**src/rtl/mas_pkg.sv**
```systemverilog
// shared constants and controller/datapath interface types for the moving average smoother
package mas_pkg;

   localparam int WINDOW_MAX_DEFAULT  = 1024;
   localparam int SAMPLE_BITS_DEFAULT = 24;
   localparam int WLEN_BITS           = 11;

   typedef struct packed {
      logic load;
      logic read_old;
      logic update;
      logic div_init;
      logic div_step;
      logic finish;
   } cmd_type;

   typedef struct packed {
      logic prime;
   } status_type;

endpackage

```
**src/rtl/mas_ctrl.sv**
```systemverilog
// controller state machine sequencing the moving average datapath
module mas_ctrl #(
   parameter int SAMPLE_BITS = mas_pkg::SAMPLE_BITS_DEFAULT
) (
   input  logic                clock,
   input  logic                reset,
   input  logic                req_valid,
   output logic                req_stall,
   output logic                rsp_valid,
   input  logic                rsp_stall,
   input  mas_pkg::status_type status,
   output mas_pkg::cmd_type    cmd
);

   localparam int CNT_W = $clog2(SAMPLE_BITS);

   localparam logic [2:0] S_IDLE   = 3'd0;
   localparam logic [2:0] S_READ   = 3'd1;
   localparam logic [2:0] S_UPDATE = 3'd2;
   localparam logic [2:0] S_INIT   = 3'd3;
   localparam logic [2:0] S_DIV    = 3'd4;
   localparam logic [2:0] S_FINISH = 3'd5;
   localparam logic [2:0] S_OUT    = 3'd6;

   logic [2:0]       state_ff, state_in;
   logic [CNT_W-1:0] cnt_ff, cnt_in;

   always_comb begin
      state_in = state_ff;
      cnt_in   = cnt_ff;
      cmd      = '0;
      case (state_ff)
         S_IDLE: begin
            if (req_valid) begin
               cmd.load = 1'b1;
               state_in = status.prime ? S_OUT : S_READ;
            end
         end
         S_READ: begin
            cmd.read_old = 1'b1;
            state_in     = S_UPDATE;
         end
         S_UPDATE: begin
            cmd.update = 1'b1;
            state_in   = S_INIT;
         end
         S_INIT: begin
            cmd.div_init = 1'b1;
            cnt_in       = '0;
            state_in     = S_DIV;
         end
         S_DIV: begin
            cmd.div_step = 1'b1;
            if (cnt_ff == CNT_W'(SAMPLE_BITS - 1)) begin
               state_in = S_FINISH;
            end else begin
               cnt_in = cnt_ff + 1'b1;
            end
         end
         S_FINISH: begin
            cmd.finish = 1'b1;
            state_in   = S_OUT;
         end
         S_OUT: begin
            if (!rsp_stall) begin
               state_in = S_IDLE;
            end
         end
         default: begin
            state_in = S_IDLE;
         end
      endcase
   end

   always_ff @(posedge clock) begin
      if (reset) begin
         state_ff <= S_IDLE;
         cnt_ff   <= '0;
      end else begin
         state_ff <= state_in;
         cnt_ff   <= cnt_in;
      end
   end

   assign req_stall = (state_ff != S_IDLE);
   assign rsp_valid = (state_ff == S_OUT);

endmodule

```
**config.mk**
```make
export PLATFORM = sky130hd
export DESIGN_NAME = mas_ctrl
export DESIGN_NICKNAME = d
export VERILOG_FILES = /design/src/rtl/mas_pkg.sv /design/src/rtl/mas_ctrl.sv
export SDC_FILE = /design/constraint.sdc
export NUM_CORES = 1
export LEC_CHECK = 0
export BUFFER_PORTS_ARGS = -buffer_cell sky130_fd_sc_hd__clkbuf_2
export CORE_AREA = 2 2 39 41
export DETAILED_ROUTE_END_ITERATION = 10
export DIE_AREA = 0 0 41 43
export SLEW_MARGIN = 15
export SYNTH_ARGS = -nofsm -noshare
export SYNTH_HDL_FRONTEND = slang
export SYNTH_SLANG_ARGS = --single-unit
```
**constraint.sdc**
```tcl
create_clock -name clock -period 2.1 [get_ports clock]
set_clock_uncertainty 0.15 [all_clocks]
set_input_delay 0.105 -clock clock [delete_from_list [all_inputs] [get_ports clock]]
set_output_delay 0.105 -clock clock [all_outputs]
set_load 0.02 [all_outputs]
```
==> run summary <==
final WL -> 912 microns
Buf+Inv Stages, Crit Path -> 2
# port buffers -> 12
type of origin of the critical path -> flip-flop
mux cell area share after synthesis -> 0%
Gate Count Post-Synth -> 60
Peak VDD IR -> 0.0006110 V
Storage cell area -> 160.2 sq um
Leak Pwr -> 0.2718 nW
CORE AREA -> 0.001384 sq mm
Worst Hold Class -> input pin to flip-flop
synthesized area per cell -> 8.070 sq um
Layout fillers -> 145
CP top delay family -> flip-flops
TritonCTS Buffers -> 3
largest net degree at the start of global routing -> 13
Multi-input gate area -> 285.3 sq um
initial antenna violation count -> 0
post-synthesis net count -> 66
gpl congestion -> 0.7556
top cells by area, synth -> dfxtp_1, nor2_1, xor2_1
clk_lat worst skew -> 0.25 ns
post-place setup slack -> 0.5631 ns
final hold violations -> 0
Synth Area in Simple Gates -> 38.50%
FF+latch count, synth -> 8
status -> finished, final reports clean
WHS Endpoint -> state_ff[0]
1st-iter DRT viols -> 2
DRC errors left -> 0
vias in the first global route -> 366
hold path start -> status
worst setup margin -> 0.4502 ns
EDFF count, synth -> 0
DR WL/cell -> 10.25 microns
asr flop ratio synth -> 0%
Worst Path Max Fanout -> 9
max incr delay on CP -> 0.51 ns
final period utilization -> 78.56%
Primary FF master, synth -> dfxtp_1
worst reg-to-reg path cell count -> 4
DR pass1 iterations -> 4
Synth area leader -> dfxtp_1
share of cells above drive strength 1 -> 30.14%
max-cap viol count -> 0
Slowest-stage cell, CP -> dfxtp_1
RR Endpoint -> state_ff[1]
worst setup path start -> state_ff[0]
crit path time final -> 1.650 ns
Yosys cell types -> 27
endpoints failing setup -> 0
WS Path Type -> flip-flop to primary output
Clk pin slew, worst setup/hold paths -> 0.06 ns
Final Max Tran Viols -> 0
Syn. warnings -> 0
FMAX -> 606.1 MHz
CTS tree -> yes
Post-Synth XOR/XNOR Area -> 7.235%
post_cts resized -> 0
number of cells on the worst hold path -> 4
Sink Count -> 8
RSZ-0062 raised after global routing -> no
H-tree depth -> 1
placed insts -> 85
# IOs -> 13
CP Cell Sequence -> nand2b_1, or2_4, inv_2, clkbuf_2
GRT Util Overall -> 12.65%
PD cells -> 1386 mW/mm^2
fin util -> 41.41%
chip width -> 41 microns
CP endpoint kind -> primary output
antenna viol nets, final -> 0
TNS Setup -> 0 ns
Setup Fix Bufs, Post-CTS -> 0
Worst Tran Pin Value -> 0.4056 ns
Required @ worst endpoint -> 1.85 ns
sequential element share of the synthesized area -> 33.07%
CP arrival -> 1.39 ns
Die ar. -> 0.001763 sq mm
Rows -> 14
Die Y -> 43 microns
Synth top area share -> 33.07%
CTS Root Cell -> clkbuf_4
Inserted Diodes -> 0
Compound-Gate Fraction of Synth Area -> 10.59%
DR vias/cell -> 5.056
Post-Synthesis Cell Area -> 484.2 sq um
Finished Layout Cells -> 89
hpwl dp -> 715.4 microns
remaining global-route overflow -> 0
Synth Area in Adders -> 2.584%
Starting Density -> 34.99%
r2r startpoint -> state_ff[1]
# nets final -> 81
DR vias -> 450
FF-to-FF setup slack -> 0.57 ns
area grow syn2layout -> 18.35%
worst rel slew slack -> 72.93%
largest family of logic cells by synthesized area -> simple AND/OR/NAND/NOR gates
Longest Clk Path Bufs -> 2
first-pass GRT wire length -> 1449 microns
[cells in the final DEF, fill, tap and decap left out, types with 3 or more instances in the layout]
| master | n |
|---|---|
| clkbuf_2 | 12 |
| nor2_1 | 11 |
| nand3_1 | 4 |
| and3_1 | 4 |
| xor2_1 | 4 |
| nand2_1 | 3 |
| dfxtp_1 | 8 |
| clkbuf_4 | 3 |
[worst register-to-register path: cells and delay by family (launching register included)]
kind / cells / cell delay (ns)
compound gates: 2 / 0.50
flops: 1 / 0.56
simple gates: 2 / 0.20
[how the worst max path moves through the flow]
| stage | end | slack [ns] | cells after the start |
|---|---|---|---|
| 6_report | cmd[2] | 0.45 | 4 |
| 5_1_grt | cmd[5] | 0.32 | 3 |
| 4_1_cts | cmd[2] | 0.43 | 4 |
| 3_5_place_dp | state_ff[1] | 0.56 | 4 |
| 3_3_place_gp | state_ff[1] | 0.54 | 4 |
| 2_1_floorplan | cnt_ff[0] | 0.63 | 5 |
[report_power, final]
group / leakage, nW / internal, W / switching [W] / total (W)
logic: 0.193 / 0.000168 / 0.000231 / 0.000399
clock network: 0.0138 / 0.0000656 / 0.0000552 / 0.000121
registers: 0.0653 / 0.000191 / 0.0000838 / 0.000275
[area by class of cell]
class	count	share of cell area, %
clock buffers	3	3.930
inverters	4	2.620
multi-input cells	45	49.78
flip-flops and latches	8	27.95
well taps	16	3.493
repair buffers	13	12.23
[flip-flops by register name, summed over array words and instances, names as in the netlist]
signal,cells
state_ff,3
cnt_ff,5
[cells in the mapped netlist (2+ instances only)]
| cell type | count |
|---|---|
| xor2_1 | 4 |
| and3_1 | 4 |
| nand2_1 | 3 |
| inv_2 | 2 |
| dfxtp_1 | 8 |
| nor2_1 | 11 |
| a21oi_1 | 2 |
| nand2b_1 | 2 |
| nor3_1 | 2 |
| nand3_1 | 4 |
| inv_1 | 2 |
[kinds of logic after synthesis]
kind of cell,count (synthesis)
fa+ha+maj,1
buf+inv,7
xor+xnor,4
flops,8
compound gates,7
simple gates,33
[timing repair]
action / in CTS / in global routing
endpoints found under the setup margin: 0 / 0
hold buffers: 1 / 0
endpoints found under the hold margin: 2 / 0
[metrics by stage]
step | hold slack [ns] | area [sq um] | total power, W
finish | 0.01179 | 573.1 | 0.0007945
global route | 0.03203 | 573.1 | 0.0008723
CTS | 0.003311 | 573.1 | 0.0008095
detailed placement | 0.1722 | 540.5 | 0.0006816
global placement | 0.1673 | 540.5 | 0.0006806
floorplan | 0.01744 | 484.2 | 0.0006122
[metal layers]
metal	global-route usage, %	part of all wire [%]	vias up
li1	-	-	230
met1	12.86	45	206
met2	19.38	50	10
met3	7.853	4.6	4
met4	6.000	0.77	0
met5	0	0	-
Note: power is estimated with default switching activity, not from simulation.
